==> src/sv/gba_pkg.sv <==
// Shared types, codes and a helper function of the grouped bitmap allocator.
package gba_pkg;

  // Operation codes of an input item. The remaining code is a no-op.
  typedef enum logic [1:0] {
    OP_LOAD_BYTE  = 2'd0,
    OP_LOAD_COUNT = 2'd1,
    OP_ALLOC      = 2'd2
  } gba_op_e;

  // Configuration register indexes.
  localparam int unsigned CFG_IDX_W = 2;
  localparam logic [CFG_IDX_W-1:0] REG_UNITS_PER_GROUP = 2'd0;
  localparam logic [CFG_IDX_W-1:0] REG_GROUP_COUNT     = 2'd1;

  localparam int unsigned COUNT_W = 14;
  localparam int unsigned UNIT_W  = 17;
  localparam logic [7:0]  FULL_BYTE = 8'hFF;

  localparam logic [COUNT_W-1:0] UNITS_RESET  = 14'd8192;
  localparam logic [3:0]         GROUPS_RESET = 4'd8;

  // Control flags from the sequencer to the storage and result logic.
  typedef struct packed {
    logic busy;
    logic bm_re;
    logic cnt_re;
    logic done;
    logic found;
  } gba_ctl_t;

  // Position of the lowest clear bit of a byte, LSB first.
  function automatic logic [2:0] lowest_clear(input logic [7:0] v);
    logic [2:0] r;
    r = '0;
    for (int i = 7; i >= 0; i--) begin
      if (!v[i]) r = 3'(i);
    end
    return r;
  endfunction

endpackage

==> src/sv/gba_seq.sv <==
// Allocate sequencer: walks group counts and bitmap bytes through the read ports of the stores.
module gba_seq
  import gba_pkg::*;
#(
  parameter int unsigned GROUPS          = 8,
  parameter int unsigned BYTES_PER_GROUP = 1024
) (
  input  logic                                  clk_i,
  input  logic                                  rst_ni,
  input  logic                                  start_i,
  input  logic                                  empty_i,
  input  logic [$clog2(GROUPS+1)-1:0]           grp_lim_i,
  input  logic [$clog2(BYTES_PER_GROUP+1)-1:0]  byte_lim_i,
  input  logic [COUNT_W-1:0]                    units_i,
  input  logic [COUNT_W-1:0]                    cnt_rdata_i,
  input  logic [7:0]                            bm_rdata_i,
  input  logic                                  out_free_i,
  output gba_ctl_t                              ctl_o,
  output logic [((GROUPS > 1) ? $clog2(GROUPS) : 1)-1:0]                   grp_o,
  output logic [((BYTES_PER_GROUP > 1) ? $clog2(BYTES_PER_GROUP) : 1)-1:0] byte_rd_o,
  output logic [((BYTES_PER_GROUP > 1) ? $clog2(BYTES_PER_GROUP) : 1)-1:0] hit_byte_o,
  output logic [$clog2(GROUPS+1)-1:0]           grp_cnt_o,
  output logic [2:0]                            hit_bit_o,
  output logic [7:0]                            new_byte_o,
  output logic [COUNT_W-1:0]                    new_cnt_o,
  output logic [UNIT_W-1:0]                     unit_o
);

  localparam int unsigned GW  = (GROUPS > 1) ? $clog2(GROUPS) : 1;
  localparam int unsigned GCW = $clog2(GROUPS + 1);
  localparam int unsigned BW  = (BYTES_PER_GROUP > 1) ? $clog2(BYTES_PER_GROUP) : 1;
  localparam int unsigned BCW = $clog2(BYTES_PER_GROUP + 1);

  typedef enum logic [4:0] {
    S_IDLE    = 5'b00001,
    S_CNT_RD  = 5'b00010,
    S_CNT_CHK = 5'b00100,
    S_SCAN    = 5'b01000,
    S_FINISH  = 5'b10000
  } state_e;

  state_e           state_q, state_d;
  logic [GCW-1:0]   grp_q, grp_d;
  logic [GCW-1:0]   grp_nxt;
  logic [UNIT_W-1:0] base_q, base_d;
  logic [BCW-1:0]   iss_q, iss_d;
  logic [BW-1:0]    tb_q, tb_d;
  logic             pend_q, pend_d;
  logic             found_q, found_d;
  logic             last_grp;

  assign grp_nxt  = grp_q + 1'b1;
  assign last_grp = (grp_nxt >= grp_lim_i);

  always_comb begin
    state_d = state_q;
    grp_d   = grp_q;
    base_d  = base_q;
    iss_d   = iss_q;
    tb_d    = tb_q;
    pend_d  = pend_q;
    found_d = found_q;
    ctl_o   = '0;
    ctl_o.busy = (state_q != S_IDLE);
    byte_rd_o  = iss_q[BW-1:0];
    unique case (state_q)
      S_IDLE: begin
        if (start_i) begin
          grp_d   = '0;
          base_d  = '0;
          found_d = 1'b0;
          state_d = empty_i ? S_FINISH : S_CNT_RD;
        end
      end
      S_CNT_RD: begin
        ctl_o.cnt_re = 1'b1;
        state_d      = S_CNT_CHK;
      end
      S_CNT_CHK: begin
        if (cnt_rdata_i == '0) begin
          if (last_grp) begin
            state_d = S_FINISH;
          end else begin
            grp_d   = grp_nxt;
            base_d  = base_q + UNIT_W'(units_i);
            state_d = S_CNT_RD;
          end
        end else begin
          iss_d   = '0;
          pend_d  = 1'b0;
          state_d = S_SCAN;
        end
      end
      S_SCAN: begin
        // The byte read last cycle is tested while the next one is fetched.
        if (pend_q && (bm_rdata_i != FULL_BYTE)) begin
          found_d = 1'b1;
          state_d = S_FINISH;
        end else if (iss_q < byte_lim_i) begin
          ctl_o.bm_re = 1'b1;
          tb_d        = iss_q[BW-1:0];
          iss_d       = iss_q + 1'b1;
          pend_d      = 1'b1;
        end else if (last_grp) begin
          state_d = S_FINISH;
        end else begin
          grp_d   = grp_nxt;
          base_d  = base_q + UNIT_W'(units_i);
          state_d = S_CNT_RD;
        end
      end
      S_FINISH: begin
        ctl_o.done  = 1'b1;
        ctl_o.found = found_q;
        if (out_free_i) state_d = S_IDLE;
      end
      default: state_d = S_IDLE;
    endcase
  end

  always_ff @(posedge clk_i or negedge rst_ni) begin
    if (!rst_ni) begin
      state_q <= S_IDLE;
      pend_q  <= 1'b0;
      found_q <= 1'b0;
    end else begin
      state_q <= state_d;
      pend_q  <= pend_d;
      found_q <= found_d;
    end
  end

  always_ff @(posedge clk_i) begin
    grp_q  <= grp_d;
    base_q <= base_d;
    iss_q  <= iss_d;
    tb_q   <= tb_d;
  end

  assign grp_o      = grp_q[GW-1:0];
  assign grp_cnt_o  = grp_q;
  assign hit_byte_o = tb_q;
  assign hit_bit_o  = lowest_clear(bm_rdata_i);
  assign new_byte_o = bm_rdata_i | (8'd1 << hit_bit_o);
  assign new_cnt_o  = cnt_rdata_i - 1'b1;
  assign unit_o     = base_q + UNIT_W'({tb_q, 3'b000}) + UNIT_W'(hit_bit_o) + 1'b1;

endmodule

==> config.mk <==
export PLATFORM = sky130hd
export DESIGN_NAME = gba_seq
export DESIGN_NICKNAME = d
export VERILOG_FILES = /design/src/sv/gba_pkg.sv /design/src/sv/gba_seq.sv
export SDC_FILE = /design/constraint.sdc
export NUM_CORES = 1
export LEC_CHECK = 0
export BUFFER_PORTS_ARGS = -buffer_cell sky130_fd_sc_hd__buf_2
export CELL_PAD_IN_SITES_DETAIL_PLACEMENT = 0
export CELL_PAD_IN_SITES_GLOBAL_PLACEMENT = 1
export CORE_MARGIN = 3
export CORE_UTILIZATION = 39
export DETAILED_ROUTE_END_ITERATION = 7
export PLACE_DENSITY_LB_ADDON = 0.3
export SYNTH_ARGS = -nofsm -noshare
export SYNTH_HDL_FRONTEND = slang
export SYNTH_SLANG_ARGS = --single-unit
==> constraint.sdc <==
create_clock -name clk_i -period 4.3 [get_ports clk_i]
set_input_delay 0.645 -clock clk_i [delete_from_list [all_inputs] [get_ports clk_i]]
set_output_delay 0.645 -clock clk_i [all_outputs]
set_load 0.02 [all_outputs]
# Word level (Yosys, flattened, before mapping)
# Index checks and enable logic that the tools add are counted.
dict set report word_totals {
  elab_cells 89
  output_inout_bits 74
  ff_bits 49
  in_bits 56
}
dict set report op_classes {
  shift 1
  muxes 44
  order_cmp 2
  eq_ne 16
  add_sub_neg 7
  n_bitwise 2
  reduce_logical 10
}
# operator count
set op_table {}
lappend op_table {{2-to-1 mux 17 bit} 5}
lappend op_table {{one-hot mux 17 bit (3 select lines)} 1}
lappend op_table {{2-to-1 mux 5 bit} 7}
lappend op_table {{2-to-1 mux 11 bit} 3}
lappend op_table {{one-hot mux 5 bit (5 select lines)} 1}
lappend op_table {{2-to-1 mux 3 bit} 8}
lappend op_table {{one-hot mux 11 bit (2 select lines)} 1}
lappend op_table {{2-to-1 mux 4 bit} 5}
lappend op_table {{adder 17 x 1 -> 17 bit (second input constant)} 1}
lappend op_table {{adder 17 x 13 -> 17 bit} 1}
lappend op_table {{adder 17 x 14 -> 17 bit} 1}
lappend op_table {{adder 17 x 3 -> 17 bit} 1}
lappend op_table {{!= test 2 bit (second input constant)} 8}
lappend op_table {{zero test 14 bit} 1}
lappend op_table {{subtractor 14 x 1 -> 14 bit (second input constant)} 1}
lappend op_table {{one-hot mux 4 bit (3 select lines)} 1}
lappend op_table {{adder 11 x 1 -> 11 bit (second input constant)} 1}
lappend op_table {{< comparator 11 bit} 1}
lappend op_table {{2-to-1 mux 1 bit} 9}
lappend op_table {{AND reduction 3 bit} 3}
lappend op_table {{!= test 8 bit (second input constant)} 1}
lappend op_table {{bitwise OR 8 bit} 1}
lappend op_table {{<< shifter 1 x 3 -> 8 bit (first input constant)} 1}
lappend op_table {{== test 5 x 1 -> 1 bit (second input constant)} 1}
lappend op_table {{other kinds (16)} 18}

# Depth between registers and ports, before layout
# Gate-level depths: netlist (run 1).
dict set report depth {
  word_depth 10
  depth_mapped 16
  depth_no_buf 16
}

# Least setup slack after synthesis (run 1)
# OpenSTA, ideal clock, no wires.
dict set report synth_path {
  path_type {input -> register}
  startpoint {in cnt_rdata_i[0]}
  endpoint {reg base_q[0], enable pin}
  required_time_ns 3.875
  setup_ns 0.425
  stages 9
  arrival_ns 3.546
  n_path_buf 1
  path_slack_ns 0.328
  path_cell_list {inv_1 ha_1 nand2_1 or2_2 clkbuf_1 or3_1 nor3_1 o21ai_0 nor3_1}
}
dict set report synth_via {
  elab_chain_cells 3
}
# item line_no
set synth_lines {}
lappend synth_lines {{start, declared} gba_seq.sv:15} ;# input logic [COUNT_W-1:0] cnt_rdata_i,
lappend synth_lines {{zero test 14 bit} gba_seq.sv:80} ;# if (cnt_rdata_i == '0) begin
lappend synth_lines {{!= test 2 bit (no line)} n/a}
lappend synth_lines {{AND reduction 5 bit (no line)} n/a}
lappend synth_lines {{end signal, assigned} gba_seq.sv:135} ;# base_q <= base_d;
lappend synth_lines {{end, declared} gba_seq.sv:45} ;# logic [UNIT_W-1:0] base_q, base_d;
# Every way passes these cells.
# A chain may end at the register's enable or synchronous reset.

# Worst setup path in the final report (run 1)
dict set report layout_path {
  startpoint {in bm_rdata_i[6]}
  endpoint {out unit_o[16]}
}
dict set report layout_via {
  elab_chain_cells 9
}
# item line_no
set layout_lines {}
lappend layout_lines {{start, declared} gba_seq.sv:16} ;# input logic [7:0] bm_rdata_i,
lappend layout_lines {{2-to-1 mux 3 bit (7 in series)} gba_pkg.sv:37} ;# if (!v[i]) r = 3'(i);
lappend layout_lines {{adder 17 x 3 -> 17 bit} gba_seq.sv:146} ;# assign unit_o = base_q + UNIT_W'({tb_q, 3'b000}) + UNIT_W'(hit_bit_o) + 1'b1;
lappend layout_lines {{adder 17 x 1 -> 17 bit} gba_seq.sv:146}
lappend layout_lines {{end, declared} gba_seq.sv:26} ;# output logic [UNIT_W-1:0] unit_o
# Every way passes these cells.

==> results of run 1 <==
-- worst max-delay path: cells and delay by family --
family / cells / cell delay, ns
adders and majority gates: 2 / 0.35
xor gates and xnor gates: 1 / 0.14
AOI/OAI and AO/OA: 4 / 0.82
and+or+nand+nor: 7 / 0.93
buffers and inverters: 4 / 0.41
-- flip-flops by register name (all words and copies together), names as in the netlist --
signal and flops:
base_q 17, iss_q 11, hit_byte_o 10, state_q 5
grp_cnt_o 4, found_q 1, pend_q 1
-- area by class of cell --
type,count,area share
clock buffers,6,0.01812
clock inverters,2,0.003382
inverters,29,0.02101
multi-input cells,389,0.5162
flip-flops and latches,49,0.2775
well taps,136,0.03285
repair buffers,133,0.1309
-- where the power goes --
group	total (mW)	switching (mW)	internal [mW]
clock network	0.327	0.173	0.154
registers	0.868	0.149	0.718
logic	2.19	1.35	0.840
-- cell families (layout without fill, tap and decap cells) --
group           Yosys count  after routing  share of synthesized area
xor+xnor                 52             52                     0.1046
buf+inv                  52            170                    0.05689
simple gates            182            182                     0.2057
other cells               1              1                  0.0008612
mux                       1              1                   0.002299
fa+ha+maj                45             45                     0.1310
flops                    49             49                     0.3302
compound gates          108            108                     0.1684
-- layer usage --
metal / global-route usage / up-vias / share of wire
met4: 0.04136 / 0 / 0.016
li1: - / 1986 / -
met2: 0.3030 / 95 / 0.49
met1: 0.2133 / 1818 / 0.45
met5: 0 / - / 0
met3: 0.02500 / 15 / 0.048
-- placed cells by master (no fill, tap or decap), drive strengths merged, types with 6 or more instances in the layout --
cell type  synthesis  layout
o21ai             18      18
xor2              30      30
nor2              49      49
ha                44      44
clkbuf             9       6
dfrtp              6       6
nand2             45      45
and3               9       9
and2               7       7
or3                7       7
nand4              8       8
nand2b             8       8
inv               29      31
a211oi             7       7
xnor2             22      22
nand3             17      17
a21oi             31      31
a21o              16      16
edfxtp            42      42
nor3              12      12
buf               14     133
-- stage by stage --
stage,hold WS [ns],utilization,std cells,setup WS [ns]
final,0.1450,0.4886,744,0.3761
after global routing,0.1476,0.4886,744,0.1259
after CTS,0.1420,0.4886,744,0.3656
after detailed placement,0.4721,0.4781,736,0.3760
after global placement,0.4549,0.4781,736,0.3938
after floorplan,0.3494,-,490,0.3282
-- worst max path at each step --
stage	to	slack, ns
after global routing	unit_o[16]	0.13
after global placement	unit_o[16]	0.39
after floorplan	base_q[0]	0.33
after detailed placement	unit_o[16]	0.38
final	unit_o[16]	0.38
after CTS	unit_o[16]	0.37
==> flow_summary.yaml, run 1 <==
detailed_routing:
  avgViaCountPerCell: 5.261
  drtIter0Drc: 139
  dr.pass1.iters: 4
  via_count: 3914
  detail-route-antenna-nets: 0
  wirelength_microns: 10840
  drc: 0
  wire_per_inst_microns: 14.57
critical_path:
  crit_slowest_cell: "or3_1"
  crit_required_ns: 3.65
  cp-start-kind: "primary input"
  slowest_delay_ns: 0.43
  r2r_slack_ns: 1.44
  critPathKind: "in -> out"
  path_cells: "buf_2 > inv_1 > o21ai_0 > nand2_1 > nand2_1 > nand2_1 > nand2_1 > nand2_1 > ha_1 > inv_1 > ha_1 > a311oi_2 > o311ai_2 > or3_1 > a311oi_2 > nor3_1 > xor2_1 > buf_2"
  arrival_ns: 3.28
  worstReg2RegStart: "grp_cnt_o[0]"
  crit_start: "bm_rdata_i[6]"
  endpoint_kind: "output port"
  crit_top_cell: "nand2_1"
  r2r_end: "grp_cnt_o[2]"
  path_max_fanout: 3
  worstRegToRegCells: 8
global_routing:
  antenna_found_initial: 0
  grt_pass1_wl_microns: 17800
  grt_overflow: 0
  grt_pass1_vias: 3770
  track_usage: 0.1691
  grt_max_degree: 25
final_layout:
  multi_input_area_sq_um: 2674
  drive_above_1_share: 0.2549
  postLayoutCellArea_sq_um: 5180
  num-fill-cells: 1026
  layout.area.seq_sq_um: 1438
  area_delta_synth_final_pct: 18.97
  num_antenna_cells: 0
  layout.nets: 708
sta:
  finClkSkew_ns: 0.01270
  timing.fmax_mhz: 254.8
  period_share: 0.9125
  timing.final.hold_violations: 0
  finalSetupViolCount: 0
  period_minus_slack_ns: 3.924
  worst_pin_slew_ns: 0.9571
  fin_tns_setup_ns: 0
  grt_setup_unrepaired: "false"
  slew_headroom: 0.3620
  finalMaxSlewViolations: 0
floorplanning:
  initial_core_util: 0.4107
  die_height_microns: 111.7
  core_area_sq_um: 10600
  die_w_microns: 111.7
  top_level_ports: 130
  die-area_sq_um: 12470
  row_count: 37
placement:
  port_buffers: 128
  place_hpwl_microns: 8680
  place_congestion: 0.8802
  post_dp_cell_area_sq_um: 5069
power_and_ir_drop:
  power_density_nw_per_um2: 652.8
  total_power_mw: 3.382
  leakagePower_nw: 2.401
  peakVddDrop_uv: 327.1
logic_synthesis:
  async_flop_share: 0.1429
  synthTopCellsByCount: "nor2_1, ha_1, nand2_1"
  synth_edf_count: 42
  synth_top_cell_area_share: 0.2897
  yosys_warnings: 0
  yosysTopAreaCell: "edfxtp_1"
  synth_area_leaders: "edfxtp_1, ha_1, xor2_1"
  syn_avg_cell_area_sq_um: 8.886
  ys_seq_area_frac: 0.3302
  yosysMostFrequentCell: "nor2_1"
  synthCells: 490
  synth_flop_cell: "edfxtp_1"
  synthDistinctLibCells: 56
  synth-seq-cells: 49
  synth_area_sq_um: 4354
  syn_nets: 591
clocking:
  postCtsSetupRepairBufs: 0
  cts_sinks: 49
  cts-root-to-sink-buffers: 2
  clkSlewWorstSetupHoldPaths_ns: 0.11
  cts-hold-fix-buffers: 0
  cts-resized-gates: 0
  clock_latency_ns: 0.31
  numCtsBuffers: 5
  cts_root_buf: "clkbuf_8"
  htreeDepth: 2
  cts_tree: "yes"
worst_hold_path:
  hold_path.class: "in -> async"
flow_run:
  maxCapViolations: 0
status:
  status: "finished clean"
Power figures use the tool's default switching activity.
==> run 2: changes to the inputs <==
--- a/config.mk
+++ b/config.mk
@@ -6,12 +6,13 @@
 export NUM_CORES = 1
 export LEC_CHECK = 0
 export BUFFER_PORTS_ARGS = -buffer_cell sky130_fd_sc_hd__buf_2
-export CELL_PAD_IN_SITES_DETAIL_PLACEMENT = 0
-export CELL_PAD_IN_SITES_GLOBAL_PLACEMENT = 1
+export CELL_PAD_IN_SITES_DETAIL_PLACEMENT = 1
+export CELL_PAD_IN_SITES_GLOBAL_PLACEMENT = 2
 export CORE_MARGIN = 3
-export CORE_UTILIZATION = 39
+export CORE_UTILIZATION = 31
 export DETAILED_ROUTE_END_ITERATION = 7
 export PLACE_DENSITY_LB_ADDON = 0.3
 export SYNTH_ARGS = -nofsm -noshare
 export SYNTH_HDL_FRONTEND = slang
 export SYNTH_SLANG_ARGS = --single-unit
+export TNS_END_PERCENT = 1
==> flow_summary.yaml, run 2 (synthesized netlist as in run 1, its figures left out) <==
power_and_ir_drop:
  peakVddDrop_uv: 302.8
  total_power_mw: 3.529
  power_density_nw_per_um2: 670.8
  leakagePower_nw: 2.415
final_layout:
  multi_input_area_sq_um: 2674
  drive_above_1_share: 0.2533
  num-fill-cells: 1606
  layout.area.seq_sq_um: 1438
  final_common_cell: "buf_2"
  num_antenna_cells: 0
  largest_register: "base_q"
  final_cell_mix: "buf_2, nor2_1, ha_1, nand2_1, edfxtp_1"
  area_delta_synth_final_pct: 20.80
  largest_reg_flops: 17
  layout.nets: 708
  postLayoutCellArea_sq_um: 5260
global_routing:
  antenna_found_initial: 0
  grt_pass1_wl_microns: 20680
  grt_pass1_vias: 4232
  track_usage: 0.1590
  grt_max_degree: 24
  grt_overflow: 0
detailed_routing:
  wirelength_microns: 12350
  dr.pass1.iters: 4
  wire_per_inst_microns: 15.75
  drtIter0Drc: 122
  avgViaCountPerCell: 5.133
  via_count: 4024
  drc: 0
  detail-route-antenna-nets: 0
critical_path:
  slowest_delay_ns: 0.43
  endpoint_kind: "output port"
  path_cells: "buf_2 > inv_1 > o21ai_0 > nand2_1 > nand2_1 > nand2_1 > nand2_1 > nand2_1 > ha_1 > inv_1 > ha_1 > a311oi_2 > o311ai_2 > or3_1 > a311oi_2 > nor3_1 > xor2_1 > buf_2"
  crit_required_ns: 3.65
  worstReg2RegStart: "grp_cnt_o[0]"
  critPathKind: "in -> out"
  crit_buf_inv: 4
  r2r_slack_ns: 1.41
  r2r_end: "grp_cnt_o[3]"
  path_max_fanout: 3
  cp-start-kind: "primary input"
  arrival_ns: 3.33
  critPathTopFamily: "simple AND/OR/NAND/NOR gates"
  crit_slowest_cell: "or3_1"
  crit_top_cell: "nand2_1"
  worstRegToRegCells: 8
flow_run:
  maxCapViolations: 0
floorplanning:
  die-area_sq_um: 15500
  initial_core_util: 0.3224
  die_height_microns: 124.5
  row_count: 42
  die_w_microns: 124.5
  top_level_ports: 130
  core_area_sq_um: 13510
sta:
  fin_tns_setup_ns: 0
  period_share: 0.9236
  timing.final.hold_violations: 0
  grt_setup_unrepaired: "false"
  timing.fmax_mhz: 251.8
  finalMaxSlewViolations: 0
  finalSetupViolCount: 0
  slew_headroom: 0.3431
  worst_pin_slew_ns: 0.9854
  finClkSkew_ns: 0.006690
  period_minus_slack_ns: 3.972
worst_hold_path:
  hold_path.class: "in -> async"
clocking:
  cts-resized-gates: 0
  postCtsSetupRepairBufs: 0
  htreeDepth: 2
  numCtsBuffers: 5
  cts_root_buf: "clkbuf_16"
  cts_sinks: 49
  clock_latency_ns: 0.29
  clkSlewWorstSetupHoldPaths_ns: 0.07
  cts_tree: "yes"
  cts-hold-fix-buffers: 0
  cts-root-to-sink-buffers: 2
placement:
  place_hpwl_microns: 10170
  place_congestion: 0.8275
  post_dp_cell_area_sq_um: 5119
  port_buffers: 128
status:
  status: "finished clean"
[run 2: changes by cell type in the layout (fill, tap and decap cells not counted)]
cell,change
clkbuf_8,-5
clkbuf_16,+4
inv_4,+2
inv_6,-2
clkbuf_1,+1
[run 2: worst max-delay path by stage]
stage | slack (ns) | cells after the start | end | start
finish | 0.33 | 18 | unit_o[16] | bm_rdata_i[6]
floorplan | 0.33 | 9 | base_q[0] | cnt_rdata_i[0]
CTS | 0.26 | 18 | unit_o[16] | bm_rdata_i[6]
global route | 0.08 | 18 | unit_o[16] | bm_rdata_i[6]
detailed placement | 0.29 | 18 | unit_o[16] | bm_rdata_i[6]
global placement | 0.35 | 18 | unit_o[16] | bm_rdata_i[6]
[run 2: per-layer routing]
layer | up-vias | track usage | part of all wire
met4 | 0 | 0.03224 | 0.011
met2 | 64 | 0.2885 | 0.50
met3 | 11 | 0.02616 | 0.033
met1 | 1956 | 0.1985 | 0.46
li1 | 1993 | - | -
met5 | - | 0 | 0
[run 2: report_power, final]
part | leakage [nW] | internal, mW | switching (mW)
clock | 0.0717 | 0.217 | 0.178
combinational | 1.85 | 0.842 | 1.42
sequential | 0.491 | 0.720 | 0.154
total | 2.42 | 1.78 | 1.75
[run 2: per-stage QoR]
stage               worst slack (ns)  utilization  std cells  hold WS (ns)
floorplan                     0.3282            -        490        0.3494
global placement              0.3516       0.3790        776        0.4572
detailed placement            0.2922       0.3790        776        0.4697
CTS                           0.2636       0.3895        784        0.1771
global route                 0.08497       0.3895        784        0.1816
finish                        0.3285       0.3895        784        0.1774
[run 2: layout make-up]
type / count / share of cell area
Multi-Input combinational cell: 389 / 0.5083
Clock inverter: 2 / 0.002379
Timing Repair Buffer: 133 / 0.1289
Inverter: 29 / 0.02069
Tap cell: 176 / 0.04186
Clock buffer: 6 / 0.02450
Sequential cell: 49 / 0.2733
==> run 3: changes to the inputs <==
--- a/config.mk
+++ b/config.mk
@@ -9,7 +9,7 @@
 export CELL_PAD_IN_SITES_DETAIL_PLACEMENT = 1
 export CELL_PAD_IN_SITES_GLOBAL_PLACEMENT = 2
 export CORE_MARGIN = 3
-export CORE_UTILIZATION = 31
+export CORE_UTILIZATION = 28
 export DETAILED_ROUTE_END_ITERATION = 7
 export PLACE_DENSITY_LB_ADDON = 0.3
 export SYNTH_ARGS = -nofsm -noshare
==> constraint.sdc (replaced) <==
create_clock -name clk_i -period 3.4 [get_ports clk_i]
set_input_delay 0.51 -clock clk_i [delete_from_list [all_inputs] [get_ports clk_i]]
set_output_delay 0.51 -clock clk_i [all_outputs]
set_load 0.02 [all_outputs]
==> flow_summary.yaml, run 3 (synthesized netlist as in run 1, its figures left out) <==
power_and_ir_drop:
  clkPwrFrac: 0.120
  leakagePower_nw: 2.561
  power_density_nw_per_um2: 844.1
  combPwrFrac: 0.646
  p_switching_mw: 2.296
  peakVddDrop_uv: 338.7
  internal_power_mw: 2.447
  power_frac_seq: 0.234
  swShare: 0.4842
placement:
  place_ws_ns: -0.1790
  post_dp_cell_area_sq_um: 5286
  port_buffers: 128
  post-place-cells: 805
  place_congestion: 0.8316
  place_hpwl_microns: 10680
final_layout:
  num_antenna_cells: 0
  postLayoutCellArea_sq_um: 5619
  final_common_cell: "buf_2"
  drive_above_1_share: 0.3070
  layout.nets: 732
  area_delta_synth_final_pct: 29.05
  stdcell_count: 816
  final_cell_mix: "buf_2, nor2_1, nand2_1, edfxtp_1, ha_1"
  num-fill-cells: 1795
  largest_reg_flops: 17
  layout.area.seq_sq_um: 1438
  largest_register: "base_q"
  multi_input_area_sq_um: 2795
sta:
  timing.fmax_mhz: 297.3
  finalSetupViolCount: 0
  finClkSkew_ns: 0.004511
  hold_ws_ns: 0.04892
  finalMaxSlewViolations: 0
  slew_headroom: 0.5168
  period_minus_slack_ns: 3.364
  timing.final.hold_violations: 0
  finalWorstSetupSlack_ns: 0.03624
  period_share: 0.9893
  grt_setup_unrepaired: "true"
  worst_pin_slew_ns: 0.7248
floorplanning:
  die_height_microns: 130.7
  die-area_sq_um: 17080
  core_area_sq_um: 14860
  row_count: 44
  initial_core_util: 0.2929
  die_w_microns: 130.7
  top_level_ports: 130
global_routing:
  track_usage: 0.1568
  grt_max_degree: 24
  antenna_found_initial: 0
  grt_overflow: 0
  grt_pass1_wl_microns: 21700
  grt_pass1_vias: 4447
clocking:
  cts_sinks: 49
  htreeDepth: 2
  numCtsBuffers: 5
  clock_latency_ns: 0.29
  cts_root_buf: "clkbuf_16"
  cts-root-to-sink-buffers: 2
  cts_tree: "yes"
  cts-hold-fix-buffers: 0
  clkSlewWorstSetupHoldPaths_ns: 0.07
critical_path:
  arrival_ns: 2.85
  r2r_end: "base_q[16]"
  path_cells: "buf_6 > inv_2 > o21ai_1 > nand2_1 > nand2_1 > nand2_1 > nand2_1 > nand2_1 > ha_2 > inv_2 > ha_4 > a311oi_4 > o311ai_4 > or3_4 > a311oi_4 > nor3_2 > xor2_1 > buf_4"
  critPathKind: "in -> out"
  slowest_delay_ns: 0.37
  crit_required_ns: 2.89
  crit_top_cell: "nand2_1"
  crit_start: "bm_rdata_i[6]"
  endpoint_kind: "output port"
  crit_slowest_cell: "or3_4"
  cp-start-kind: "primary input"
  worstRegToRegCells: 8
  crit_end: "unit_o[16]"
  r2r_slack_ns: 0.66
  worstReg2RegStart: "grp_cnt_o[0]"
  path_max_fanout: 3
detailed_routing:
  drc: 0
  dr.pass1.iters: 4
  via_count: 4116
  wire_per_inst_microns: 16.04
  avgViaCountPerCell: 5.044
  wirelength_microns: 13090
  drtIter0Drc: 183
  detail-route-antenna-nets: 0
status:
  status: "finished clean"
worst_hold_path:
  hold_path.class: "in -> async"
flow_run:
  maxCapViolations: 0
## run 3: worst max-delay path, delay by kind of cell
kind	cells	cell delay, ns
XOR/XNOR	1	0.15
AO/OA/AOI/OAI	4	0.74
buffers and inverters	4	0.34
adder cells (fa/ha/maj)	2	0.33
AND/OR/NAND/NOR	7	0.79
## run 3: timing repair
action | 4_1_cts | 5_1_grt
gates resized for setup | 24 | 5
endpoints found under the setup margin | 6 | 8
pin swaps | 11 | 4
buffers inserted | 2 | 1
## run 3: area by class of cell
| cell class | count | area share |
|---|---|---|
| flip-flops and latches | 49 | 0.2558 |
| well taps | 184 | 0.04097 |
| inverters | 29 | 0.01937 |
| multi-input cells | 389 | 0.4974 |
| clock inverters | 3 | 0.007348 |
| clock buffers | 5 | 0.02227 |
| repair buffers | 157 | 0.1568 |
## run 3: worst min-delay path by stage
stage | endpoint | slack, ns | depth (start not counted)
floorplan | found_q | 0.21 | 0
global placement | found_q | 0.36 | 1
detailed placement | found_q | 0.36 | 1
CTS | found_q | 0.04 | 1
global route | found_q | 0.05 | 1
finish | state_q[4] | 0.05 | 1
## run 3: through the flow
| stage | utilization | TNS, ns | power (mW) |
|---|---|---|---|
| 2_1_floorplan | - | -0.1012 | 3.169 |
| 3_3_place_gp | 0.3556 | -0.3877 | 4.026 |
| 3_5_place_dp | 0.3556 | -0.4757 | 4.087 |
| 4_1_cts | 0.3755 | -0.09750 | 4.788 |
| 5_1_grt | 0.3780 | -0.2495 | 5.184 |
| 6_report | 0.3780 | 0 | 4.743 |
## run 3: metal layers
layer	global-route usage	vias to the layer above	wire [microns]	part of all wire
li1	-	2029	-	-
met1	0.1975	1994	5856	0.45
met2	0.2795	78	6559	0.50
met3	0.02602	15	470	0.036
met4	0.03872	0	204	0.016
met5	0	-	0	0
## run 3: power groups by stage
stage | Combinational [mW] | Sequential, mW | Clock, mW
after floorplan | 2.08 | 1.08 | 0
after global placement | 2.91 | 1.12 | 0
after detailed placement | 2.96 | 1.13 | 0
after CTS | 3.09 | 1.11 | 0.587
after global routing | 3.43 | 1.14 | 0.610
final | 3.06 | 1.11 | 0.569
